[config.mk]
export PLATFORM = sky130hd
export DESIGN_NAME = escape_sequence_unescaper_core
export DESIGN_NICKNAME = d
export VERILOG_FILES = /design/src/hw/rtl/esu_pkg.sv /design/src/hw/rtl/esu_front.sv /design/src/hw/rtl/esu_fifo.sv /design/src/hw/rtl/esu_back.sv /design/src/hw/rtl/escape_sequence_unescaper_core.sv
export SDC_FILE = /design/constraint.sdc
export NUM_CORES = 1
export LEC_CHECK = 0
export CORE_AREA = 5 5 201 203
export CTS_CLUSTER_SIZE = 16
export DETAILED_ROUTE_END_ITERATION = 10
export DIE_AREA = 0 0 206 208
export DONT_BUFFER_PORTS = 1
export PLACE_DENSITY = 0.35
export SLEW_MARGIN = 20
export SYNTH_ARGS = -nofsm -noshare
export SYNTH_HDL_FRONTEND = slang
export SYNTH_SLANG_ARGS = --single-unit
[constraint.sdc]
create_clock -name clk_i -period 5 [get_ports clk_i]
set_input_delay 0.75 -clock clk_i [delete_from_list [all_inputs] [get_ports clk_i]]
set_output_delay 0.75 -clock clk_i [all_outputs]
set_load 0.05 [all_outputs]
[src/hw/rtl/esu_pkg.sv]
// ----------------------------------------------------------------------------
// esu_pkg: shared types and constants for the escape sequence unescaper
// Holds the decode mode, the queue entry format and the classification
// functions used by the front end.
// ----------------------------------------------------------------------------
package esu_pkg;

  typedef enum logic [1:0] {
    ModePlain = 2'd0,
    ModeEsc   = 2'd1,
    ModeHex   = 2'd2
  } mode_e;

  localparam int unsigned MaxBytes = 4;

  localparam logic [7:0] ChBackslash = 8'h5c;
  localparam logic [7:0] ChX         = 8'h78;
  localparam logic [7:0] ChU         = 8'h75;
  localparam logic [7:0] ChNul       = 8'h00;
  localparam logic [7:0] ChBel       = 8'h07;
  localparam logic [7:0] ChBs        = 8'h08;
  localparam logic [7:0] ChFf        = 8'h0c;
  localparam logic [7:0] ChLf        = 8'h0a;
  localparam logic [7:0] ChCr        = 8'h0d;
  localparam logic [7:0] ChTab       = 8'h09;
  localparam logic [7:0] ChVt        = 8'h0b;
  localparam logic [7:0] ChDquote    = 8'h22;
  localparam logic [7:0] ChSquote    = 8'h27;

  localparam logic [2:0] DigitsX = 3'd2;
  localparam logic [2:0] DigitsU = 3'd4;

  // One decoded group of bytes; last applies to the final byte of the group.
  typedef struct packed {
    logic [MaxBytes-1:0][7:0] bytes;
    logic [2:0]               cnt;
    logic                     last;
  } entry_t;

  typedef struct packed {
    logic [2:0][7:0] b;
    logic [1:0]      cnt;
  } utf8_t;

  typedef struct packed {
    logic       known;
    logic [7:0] value;
  } esc_t;

  typedef struct packed {
    logic       valid;
    logic [3:0] value;
  } hex_t;

  function automatic hex_t hex_digit(logic [7:0] c);
    hex_t r;
    r.valid = 1'b1;
    r.value = 4'd0;
    if (c inside {[8'h30:8'h39]}) begin
      r.value = c[3:0];
    end else if (c inside {[8'h61:8'h66], [8'h41:8'h46]}) begin
      r.value = c[3:0] + 4'd9;
    end else begin
      r.valid = 1'b0;
    end
    return r;
  endfunction

  function automatic esc_t esc_map(logic [7:0] c);
    esc_t r;
    r.known = 1'b1;
    case (c)
      8'h61:       r.value = ChBel;
      8'h62:       r.value = ChBs;
      8'h66:       r.value = ChFf;
      8'h6e:       r.value = ChLf;
      8'h72:       r.value = ChCr;
      8'h74:       r.value = ChTab;
      8'h76:       r.value = ChVt;
      8'h30:       r.value = ChNul;
      ChDquote:    r.value = ChDquote;
      ChSquote:    r.value = ChSquote;
      ChBackslash: r.value = ChBackslash;
      default: begin
        r.known = 1'b0;
        r.value = ChNul;
      end
    endcase
    return r;
  endfunction

  function automatic utf8_t utf8_encode(logic [15:0] v);
    utf8_t r;
    r.b = '0;
    if (v == 16'd0) begin
      r.cnt = 2'd0;
    end else if (v < 16'h0080) begin
      r.cnt  = 2'd1;
      r.b[0] = v[7:0];
    end else if (v < 16'h0800) begin
      r.cnt  = 2'd2;
      r.b[0] = {3'b110, v[10:6]};
      r.b[1] = {2'b10, v[5:0]};
    end else begin
      r.cnt  = 2'd3;
      r.b[0] = {4'b1110, v[15:12]};
      r.b[1] = {2'b10, v[11:6]};
      r.b[2] = {2'b10, v[5:0]};
    end
    return r;
  endfunction

endpackage

[src/hw/rtl/esu_front.sv]
// ----------------------------------------------------------------------------
// esu_front: input classifier and escape state machine
// Accepts one raw byte per beat, tracks the escape state and produces one
// group of up to four decoded bytes per beat for the queue.
// ----------------------------------------------------------------------------
module esu_front import esu_pkg::*; (
  input  logic       clk_i,
  input  logic       rst_ni,
  input  logic       s_axis_tvalid_i,
  output logic       s_axis_tready_o,
  input  logic [7:0] s_axis_tdata_i,  // [7:0] in_byte
  input  logic       s_axis_tlast_i,
  input  logic       full_i,
  output logic       push_o,
  output entry_t     entry_o
);

  mode_e       mode_q, mode_d;
  logic [15:0] hex_q, hex_d;
  logic [2:0]  left_q, left_d;
  logic        accept;

  assign s_axis_tready_o = !full_i;
  assign accept          = s_axis_tvalid_i && !full_i;
  assign push_o          = accept && (entry_o.cnt != 3'd0);

  always_ff @(posedge clk_i or negedge rst_ni) begin
    if (!rst_ni) begin
      mode_q <= ModePlain;
      hex_q  <= '0;
      left_q <= '0;
    end else if (accept) begin
      mode_q <= mode_d;
      hex_q  <= hex_d;
      left_q <= left_d;
    end
  end

  always_comb begin
    logic [7:0]  c;
    esc_t        esc;
    hex_t        dig;
    utf8_t       u;
    logic [15:0] hex_new;
    c       = s_axis_tdata_i;
    esc     = esc_map(c);
    dig     = hex_digit(c);
    hex_new = {hex_q[11:0], dig.value};
    u       = utf8_encode(hex_q);
    mode_d  = mode_q;
    hex_d   = hex_q;
    left_d  = left_q;
    entry_o = '0;

    if (s_axis_tlast_i) begin
      if (mode_q == ModeEsc) begin
        entry_o.bytes[entry_o.cnt[1:0]] = ChBackslash;
        entry_o.cnt = entry_o.cnt + 3'd1;
      end else if (mode_q == ModeHex) begin
        for (int i = 0; i < 3; i++) begin
          if (i < int'(u.cnt)) begin
            entry_o.bytes[entry_o.cnt[1:0]] = u.b[i];
            entry_o.cnt = entry_o.cnt + 3'd1;
          end
        end
      end
      entry_o.bytes[entry_o.cnt[1:0]] = ChNul;
      entry_o.cnt  = entry_o.cnt + 3'd1;
      entry_o.last = 1'b1;
      mode_d = ModePlain;
      hex_d  = '0;
      left_d = '0;
    end else begin
      case (mode_q)
        ModeEsc: begin
          mode_d = ModePlain;
          if (c == ChX || c == ChU) begin
            mode_d = ModeHex;
            hex_d  = '0;
            left_d = (c == ChX) ? DigitsX : DigitsU;
          end else if (esc.known) begin
            entry_o.bytes[0] = esc.value;
            entry_o.cnt      = 3'd1;
          end else begin
            entry_o.bytes[0] = ChBackslash;
            entry_o.bytes[1] = c;
            entry_o.cnt      = 3'd2;
          end
        end
        ModeHex: begin
          if (dig.valid) begin
            hex_d  = hex_new;
            left_d = left_q - 3'd1;
            if (left_d == 3'd0) begin
              u = utf8_encode(hex_new);
              for (int i = 0; i < 3; i++) begin
                if (i < int'(u.cnt)) begin
                  entry_o.bytes[entry_o.cnt[1:0]] = u.b[i];
                  entry_o.cnt = entry_o.cnt + 3'd1;
                end
              end
              mode_d = ModePlain;
              hex_d  = '0;
            end
          end else begin
            for (int i = 0; i < 3; i++) begin
              if (i < int'(u.cnt)) begin
                entry_o.bytes[entry_o.cnt[1:0]] = u.b[i];
                entry_o.cnt = entry_o.cnt + 3'd1;
              end
            end
            hex_d  = '0;
            left_d = '0;
            if (c == ChBackslash) begin
              mode_d = ModeEsc;
            end else begin
              mode_d = ModePlain;
              entry_o.bytes[entry_o.cnt[1:0]] = c;
              entry_o.cnt = entry_o.cnt + 3'd1;
            end
          end
        end
        default: begin
          if (c == ChBackslash) begin
            mode_d = ModeEsc;
          end else begin
            mode_d = ModePlain;
            entry_o.bytes[0] = c;
            entry_o.cnt      = 3'd1;
          end
        end
      endcase
    end
  end

endmodule

[src/hw/rtl/esu_fifo.sv]
// ----------------------------------------------------------------------------
// esu_fifo: short queue of decoded byte groups
// Decouples the front end from the output side so that each can stall
// on its own.
// ----------------------------------------------------------------------------
module esu_fifo import esu_pkg::*; #(
  parameter int unsigned Depth = 4
) (
  input  logic   clk_i,
  input  logic   rst_ni,
  input  logic   push_i,
  input  entry_t entry_i,
  output logic   full_o,
  input  logic   pop_i,
  output logic   empty_o,
  output entry_t entry_o
);

  localparam int unsigned PtrW = (Depth > 1) ? $clog2(Depth) : 1;
  localparam int unsigned CntW = $clog2(Depth + 1);

  entry_t            mem_q [Depth];
  logic [PtrW-1:0]   wr_q, wr_d, rd_q, rd_d;
  logic [CntW-1:0]   cnt_q, cnt_d;
  logic              do_push, do_pop;

  assign full_o  = (cnt_q == CntW'(Depth));
  assign empty_o = (cnt_q == '0);
  assign do_push = push_i && !full_o;
  assign do_pop  = pop_i && !empty_o;
  assign entry_o = mem_q[rd_q];

  always_comb begin
    wr_d  = wr_q;
    rd_d  = rd_q;
    cnt_d = cnt_q;
    if (do_push) begin
      wr_d = (wr_q == PtrW'(Depth - 1)) ? '0 : wr_q + PtrW'(1);
    end
    if (do_pop) begin
      rd_d = (rd_q == PtrW'(Depth - 1)) ? '0 : rd_q + PtrW'(1);
    end
    if (do_push && !do_pop) begin
      cnt_d = cnt_q + CntW'(1);
    end else if (do_pop && !do_push) begin
      cnt_d = cnt_q - CntW'(1);
    end
  end

  always_ff @(posedge clk_i or negedge rst_ni) begin
    if (!rst_ni) begin
      wr_q  <= '0;
      rd_q  <= '0;
      cnt_q <= '0;
    end else begin
      wr_q  <= wr_d;
      rd_q  <= rd_d;
      cnt_q <= cnt_d;
    end
  end

  always_ff @(posedge clk_i) begin
    if (do_push) begin
      mem_q[wr_q] <= entry_i;
    end
  end

endmodule

[src/hw/rtl/esu_back.sv]
// ----------------------------------------------------------------------------
// esu_back: output serialiser
// Walks the head group of the queue one byte per beat into a registered
// stream output.
// ----------------------------------------------------------------------------
module esu_back import esu_pkg::*; (
  input  logic       clk_i,
  input  logic       rst_ni,
  input  logic       empty_i,
  input  entry_t     entry_i,
  output logic       pop_o,
  output logic       m_axis_tvalid_o,
  input  logic       m_axis_tready_i,
  output logic [7:0] m_axis_tdata_o,  // [7:0] out_byte
  output logic       m_axis_tlast_o
);

  logic [1:0] idx_q, idx_d;
  logic       valid_q, valid_d;
  logic [7:0] data_q;
  logic       last_q;
  logic       load, is_final;

  assign load     = !empty_i && (!valid_q || m_axis_tready_i);
  assign is_final = ({1'b0, idx_q} + 3'd1) == entry_i.cnt;
  assign pop_o    = load && is_final;

  always_comb begin
    idx_d   = idx_q;
    valid_d = valid_q;
    if (load) begin
      valid_d = 1'b1;
      idx_d   = is_final ? 2'd0 : idx_q + 2'd1;
    end else if (m_axis_tready_i) begin
      valid_d = 1'b0;
    end
  end

  always_ff @(posedge clk_i or negedge rst_ni) begin
    if (!rst_ni) begin
      idx_q   <= '0;
      valid_q <= 1'b0;
    end else begin
      idx_q   <= idx_d;
      valid_q <= valid_d;
    end
  end

  always_ff @(posedge clk_i) begin
    if (load) begin
      data_q <= entry_i.bytes[idx_q];
      last_q <= entry_i.last && is_final;
    end
  end

  assign m_axis_tvalid_o = valid_q;
  assign m_axis_tdata_o  = data_q;
  assign m_axis_tlast_o  = last_q;

endmodule

[src/hw/rtl/escape_sequence_unescaper_core.sv]
// ----------------------------------------------------------------------------
// escape_sequence_unescaper_core: streaming backslash escape decoder
// Decodes C-style escapes, including hex and UTF-8 producing forms, from a
// byte stream and ends each string with a zero byte marked last.
// ----------------------------------------------------------------------------
// The block accepts one input beat per cycle whenever its four-entry queue
// has room. Each input beat yields zero to four output bytes, and the output
// side delivers one byte per cycle while the sink is ready, so the sustained
// input rate is one beat per cycle while each beat decodes to at most one
// byte; a beat that decodes to several bytes holds the output serialiser for
// each of them in turn, and the queue absorbs such bursts. Input tlast marks
// the end of a string: it carries no byte, flushes any pending escape and
// produces a zero byte with tlast set. Groups pass the queue, then the output register.
module escape_sequence_unescaper_core import esu_pkg::*; #(
  parameter int unsigned QueueDepth = 4
) (
  input  logic       clk_i,
  input  logic       rst_ni,
  input  logic       s_axis_tvalid_i,
  output logic       s_axis_tready_o,
  input  logic [7:0] s_axis_tdata_i,  // [7:0] in_byte
  input  logic       s_axis_tlast_i,
  output logic       m_axis_tvalid_o,
  input  logic       m_axis_tready_i,
  output logic [7:0] m_axis_tdata_o,  // [7:0] out_byte
  output logic       m_axis_tlast_o
);

  entry_t push_entry, head_entry;
  logic   push, pop, full, empty;

  esu_front u_front (
    .clk_i           (clk_i),
    .rst_ni          (rst_ni),
    .s_axis_tvalid_i (s_axis_tvalid_i),
    .s_axis_tready_o (s_axis_tready_o),
    .s_axis_tdata_i  (s_axis_tdata_i),
    .s_axis_tlast_i  (s_axis_tlast_i),
    .full_i          (full),
    .push_o          (push),
    .entry_o         (push_entry)
  );

  esu_fifo #(
    .Depth (QueueDepth)
  ) u_fifo (
    .clk_i   (clk_i),
    .rst_ni  (rst_ni),
    .push_i  (push),
    .entry_i (push_entry),
    .full_o  (full),
    .pop_i   (pop),
    .empty_o (empty),
    .entry_o (head_entry)
  );

  esu_back u_back (
    .clk_i           (clk_i),
    .rst_ni          (rst_ni),
    .empty_i         (empty),
    .entry_i         (head_entry),
    .pop_o           (pop),
    .m_axis_tvalid_o (m_axis_tvalid_o),
    .m_axis_tready_i (m_axis_tready_i),
    .m_axis_tdata_o  (m_axis_tdata_o),
    .m_axis_tlast_o  (m_axis_tlast_o)
  );

endmodule

==> results of run 1 <==
==> stage by stage <==
step | power [mW] | utilization (%) | cells | hold WS [ns] | cell area [um^2]
after floorplan | 3.08 | - | 742 | 0.449 | 9460
after global placement | 3.41 | 26.6 | 1237 | 0.457 | 10200
after detailed placement | 3.43 | 26.6 | 1237 | 0.457 | 10200
after CTS | 4.84 | 28.2 | 1269 | 0.114 | 10800
after global routing | 4.99 | 28.2 | 1269 | 0.123 | 10800
final | 4.73 | 28.2 | 1270 | 0.142 | 10800
==> where the power goes <==
part           total (mW)  switching (mW)  internal (mW)  leakage, nW
registers            2.25           0.284           1.97         1.83
logic                1.09           0.544          0.549         1.49
clock network        1.39           0.630          0.758        0.294
==> synthesized netlist by cell type, types with 4 or more instances <==
| cell | number | area, um^2 |
|---|---|---|
| buf_1 | 7 | 26.3 |
| o21ai_0 | 33 | 165 |
| mux2i_1 | 8 | 80.1 |
| inv_1 | 17 | 63.8 |
| nand3b_1 | 4 | 30.0 |
| buf_2 | 7 | 35.0 |
| nor2_1 | 46 | 173 |
| nand3_1 | 11 | 55.1 |
| and2_1 | 12 | 75.1 |
| nor2b_1 | 8 | 50.1 |
| a22o_1 | 5 | 43.8 |
| nand2_1 | 82 | 308 |
| clkbuf_1 | 40 | 150 |
| a21o_1 | 5 | 37.5 |
| o31ai_1 | 11 | 82.6 |
| a31oi_1 | 4 | 25.0 |
| mux4_2 | 44 | 991 |
| nand2b_1 | 11 | 68.8 |
| a22oi_1 | 5 | 37.5 |
| edfxtp_1 | 153 | 4590 |
| mux2_2 | 5 | 56.3 |
| a211oi_1 | 4 | 30.0 |
| a221o_1 | 4 | 40.0 |
| or4_1 | 4 | 30.0 |
| ha_1 | 19 | 238 |
| xor2_1 | 4 | 35.0 |
| o22ai_1 | 11 | 68.8 |
| nor3_1 | 18 | 90.1 |
| dfrtp_1 | 31 | 776 |
| a21oi_1 | 42 | 210 |
| nor4_1 | 10 | 62.6 |
==> registers in the layout, indices dropped and copies added, names as in the netlist <==
register and flops:
u_fifo.mem_q 144, u_front.hex_q 16, u_back.m_axis_tlast_o 1, u_fifo.rd_q 2, u_back.m_axis_tdata_o 8, u_back.m_axis_tvalid_o 1
u_back.idx_q 2, u_fifo.cnt_q 3, u_front.mode_q 2, u_fifo.wr_q 2, u_front.left_q 3
==> worst reg2reg max path, cell delays in order (launching register included) <==
cell and delay [ns]:
dfrtp_1 0.57, nor4_4 0.35, buf_4 0.22, nand4_2 0.11, buf_4 0.21, o221a_2 0.30, nor2_1 0.28, inv_1 0.11
ha_1 0.29, inv_1 0.04, a221o_1 0.43, o31a_1 0.36, ha_1 0.21, inv_1 0.07, fa_1 0.40, mux2_2 0.26
==> final cells by class <==
| class | instances | share of cell area [%] |
|---|---|---|
| clock buffers | 17 | 3.94 |
| inverters | 18 | 0.625 |
| clock inverters | 14 | 1.70 |
| flip-flops and latches | 184 | 49.7 |
| repair buffers | 36 | 3.08 |
| diodes | 1 | 0.0232 |
| multi-input cells | 482 | 34.9 |
| well taps | 518 | 6.00 |
==> layer usage <==
metal	routed length [um]	up-vias	GRT usage (%)	part of all wire, %
met2	14500	139	22.8	49
met4	511	0	4.11	1.7
met1	13400	3292	19.1	45
met3	1250	25	2.88	4.2
met5	0	-	0	0
li1	-	2868	-	-
==> worst max-delay path by stage <==
stage,from,endpoint,slack (ns),cells after the start
finish,u_front.hex_q[3],u_fifo.cnt_q[1],0.68,15
floorplan,s_axis_tdata_i[0],u_fifo.mem_q[3][0],0.66,11
CTS,u_front.hex_q[3],u_fifo.cnt_q[1],0.66,15
global placement,s_axis_tdata_i[0],u_fifo.cnt_q[1],0.71,13
detailed placement,s_axis_tdata_i[0],u_fifo.cnt_q[2],0.63,16
global route,u_front.hex_q[3],u_fifo.cnt_q[1],0.51,15
==> cell families after synthesis <==
group | share of synthesized area, %
and+or+nand+nor | 11.9
DFF | 56.8
AOI/OAI and AO/OA | 12.4
buffers and inverters | 3.32
muxes | 12.2
adders and majority gates | 2.73
xor gates and xnor gates | 0.648
==> timing repair <==
item / CTS / global route
hold buffers: 1 / 0
setup buffers: 0 / 0
setup endpoints to repair: 0 / 0
hold endpoints to repair: 31 / 0
==> impl_metrics.tcl, run 1 <==
set metrics [dict create \
    dr.pass1.iters 5 \
    final_cell_mix "153 x edfxtp_1, 82 x nand2_1, 46 x nor2_1" \
    slowest_delay_ns 0.57 \
    max_freq_mhz 231 \
    area_delta_synth_final_pct 14.3 \
    antenna_found_initial 0 \
    ant_nets 0 \
    multi_input_area_um2 3780 \
    tightest_slew_ns 1.05 \
    hold_viol_final 0 \
    numPortBuffers 0 \
    setup_viol 0 \
    reg2reg_from "u_front.hex_q[3]" \
    dp_hpwl_um 20700 \
    maxCapViolations 0 \
    slew_headroom_pct 29.4 \
    status "complete, no violations" \
    setup_tns_ns 0 \
    p_leak_nw 3.61 \
    die_x_um 206 \
    rsz0062_at_grt "false" \
    power.density_nw_per_um2 438 \
    path_clk_slew_ns 0.07 \
    dieArea_um2 42800 \
    netlist_instances 742 \
    clockBufferDepth 2 \
    slew_violations 0 \
    cts_buffers 17 \
    wl_um 29600 \
    num_rows 72 \
    layout_commonest_cell "edfxtp_1" \
    first_iter_violations 449 \
    worst_r2r_path_depth 15 \
    post_drt_wl_per_cell_um 23.3 \
    crit_path_top_delay_cell "dfrtp_1" \
    syn_area_per_cell_um2 12.7 \
    io_pins 24 \
    start_util_pct 24.7 \
    tritoncts "yes" \
    worst_clock_skew_ns 0.0152 \
    fin_crit_sh_pct 86.5 \
    place_ws_ns 0.630 \
    setup_slack_ns 0.675 \
    cts-root-buf "clkbuf_16" \
    critPathKind "reg -> reg" \
    synth.distinct_cells 77 \
    routed_via_density 4.98 \
    async_reset_ff_share_pct 16.8 \
    cpMostUsedCell "inv_1" \
    synth_edf_count 153 \
    vias 6324 \
    grt_max_degree 37 \
    synth-seq-cells 184 \
    finalCriticalPeriod_ns 4.32 \
    cts-resized-gates 0 \
    drc 0 \
    ys_warn_count 0 \
    arrival_ns 4.65 \
    dieHeight_um 208 \
    critPathBufInv 5 \
    path_delay_family "compound AO/OA/AOI/OAI gates" \
    endpoint_kind "flop" \
    grt.overflow.total 0 \
    fin_nets 772 \
    worst-r2r-setup-slack_ns 0.68 \
    drive_gt1_share_pct 18.5 \
    clk_latency_ns 0.44 \
    cts.sinks 184 \
    crit_path_cell_trace "nor4_4 > buf_4 > nand4_2 > buf_4 > o221a_2 > nor2_1 > inv_1 > ha_1 > inv_1 > a221o_1 > o31a_1 > ha_1 > inv_1 > fa_1 > mux2_2" \
    grt_pass1_wl_um 44400 \
    syn_nets 775 \
    coreArea_um2 38300 \
    startpoint_type "flop" \
    seq_area_frac_synth_pct 56.8 \
    hp-class "in -> async" \
    track_usage_pct 14.1 \
    syn_area_um2 9460 \
    crit_fanout 10 \
    critPathRequiredTime_ns 5.33 \
    ir_drop_mv 0.230 \
    fill_cells 3911 \
    htree_levels 4 \
    globalplace.congestion 0.901 \
    worstReg2RegEnd "u_fifo.cnt_q[1]" \
    synth_flop_cell "edfxtp_1" \
    register_area_um2 5370 \
    grt_pass1_vias 6534 \
]
Note: power is estimated with default switching activity, not from simulation.
==> run 2, diff against run 1 <==
Settings changed: CORE_AREA 5 5 201 203 to 5 5 151 153, DIE_AREA 0 0 206 208 to 0 0 156 158, PLACE_DENSITY 0.35 to 0.56.
==> impl_metrics.tcl, run 2 (same netlist as run 1, synthesis figures left out) <==
set metrics [dict create \
    status "complete, no violations" \
    first_iter_violations 546 \
    cts.sinks 184 \
    critPathKind "reg -> reg" \
    slew_headroom_pct 31.5 \
    post-cts-setup-buffer-count 0 \
    vias 6433 \
    setup_viol 0 \
    startpoint_type "flop" \
    drive_gt1_share_pct 18.1 \
    worst_clock_skew_ns 0.0192 \
    grt_max_degree 39 \
    cts-root-buf "clkbuf_16" \
    num_rows 54 \
    p_leak_nw 3.59 \
    largest_reg_flops 144 \
    track_usage_pct 23.2 \
    power.density_nw_per_um2 451 \
    grt_pass1_vias 6551 \
    wl_um 27500 \
    grt_pass1_wl_um 42000 \
    hold_viol_final 0 \
    ir_drop_mv 0.238 \
    grt.overflow.total 0 \
    maxCapViolations 0 \
    arrival_ns 4.74 \
    cts-resized-gates 0 \
    fin_nets 766 \
    tightest_slew_ns 1.02 \
    clockBufferDepth 2 \
    globalplace.congestion 0.945 \
    endpoint_kind "flop" \
    numPortBuffers 0 \
    regMostFlops "u_fifo.mem_q" \
    rsz0062_at_grt "false" \
    tritoncts "yes" \
    hp-class "in -> async" \
    post_drt_wl_per_cell_um 26.8 \
    clk_latency_ns 0.43 \
    setup_tns_ns 0 \
    die_x_um 156 \
    fin_crit_sh_pct 88.4 \
    routed_via_density 6.27 \
    place_area_um2 9830 \
    final_cell_mix "153 x edfxtp_1, 81 x nand2_1, 46 x nor2_1" \
    dp_hpwl_um 19100 \
    antennaDiodeCount 0 \
    ant_nets 0 \
    finalCriticalPeriod_ns 4.42 \
    layout_commonest_cell "edfxtp_1" \
    slew_violations 0 \
    dieHeight_um 158 \
    max_freq_mhz 226 \
    area_delta_synth_final_pct 10.8 \
    dieArea_um2 24600 \
    critPathRequiredTime_ns 5.32 \
    fill_cells 1849 \
    start_util_pct 44.2 \
    antenna_found_initial 0 \
    io_pins 24 \
    dr.pass1.iters 5 \
    crit_fanout 7 \
    path_clk_slew_ns 0.08 \
    htree_levels 4 \
    final_area_um2 10500 \
    drc 0 \
    cts_buffers 17 \
    place_ws_ns 0.517 \
    coreArea_um2 21400 \
    setup_slack_ns 0.581 \
]
## run 2: cell count changes in the layout (fill, tap and decap cells not counted)
cell       before  now
buf_4          31   25
bufinv_16       2    1
clkinv_4        3    1
diode_2         1    0
inv_12          0    1
inv_6           4    2
inv_8           2    7
nand2_1        82   81
nand2_2         0    1
## run 2: report_power, final
| part | total [mW] | internal (mW) | switching [mW] |
|---|---|---|---|
| combinational | 1.09 | 0.548 | 0.545 |
| clock | 1.41 | 0.730 | 0.681 |
| sequential | 2.22 | 1.96 | 0.259 |
| total | 4.73 | 3.24 | 1.49 |
## run 2: critical path, stage by stage (launching register included)
cell and delay, ns:
dfrtp_1 0.49, nor4_1 0.66, nand4_2 0.22, o221a_2 0.34
nor2_1 0.32, inv_1 0.12, ha_1 0.30, inv_1 0.04
a221o_1 0.41, o31a_1 0.43, ha_1 0.25, inv_1 0.07
fa_1 0.41, mux2_2 0.27
## run 2: stage by stage
stage / instances / total power [mW] / util (%) / hold slack [ns]
3_3_place_gp: 993 / 3.34 / 45.9 / 0.456
6_report: 1026 / 4.73 / 48.9 / 0.139
4_1_cts: 1026 / 4.79 / 48.9 / 0.133
5_1_grt: 1026 / 4.95 / 48.9 / 0.140
2_1_floorplan: 742 / 3.08 / - / 0.449
3_5_place_dp: 993 / 3.37 / 45.9 / 0.455
## run 2: cell type report
type	count	area, um^2	share of cell area (%)
multi-input cells	482	3780	36.1
clock buffers	17	425	4.06
flip-flops and latches	184	5370	51.3
inverters	18	67.6	0.645
clock inverters	15	191	1.83
well taps	280	350	3.34
repair buffers	30	288	2.75
## run 2: layer usage
layer	part of all wire [%]	vias up	routed length, um	GRT usage [%]
li1	-	2848	-	-
met1	43	3306	11800	31.2
met2	50	231	13700	39.1
met3	4.7	48	1290	3.58
met4	2.7	0	733	7.09
met5	0	-	0	0
## run 2: final timing paths
path	startpoint	endpoint	slack, ns	cells after the start
hold reg to reg	u_front.left_q[1]	u_front.left_q[1]	0.49	2
setup / recovery	u_front.hex_q[9]	u_fifo.cnt_q[1]	0.58	13
hold / removal	rst_ni	u_front.mode_q[1]	0.14	1
max in group asynchronous	rst_ni	u_fifo.rd_q[0]	4.68	1
setup reg to reg	u_front.hex_q[9]	u_fifo.cnt_q[1]	0.58	13
min in group clk_i	s_axis_tlast_i	u_fifo.mem_q[2][0]	0.42	0
## run 2: repair_timing
| item | in CTS | in global routing |
|---|---|---|
| endpoints found under the setup margin | 0 | 0 |
| hold buffers | 1 | 0 |
| endpoints found under the hold margin | 31 | 0 |
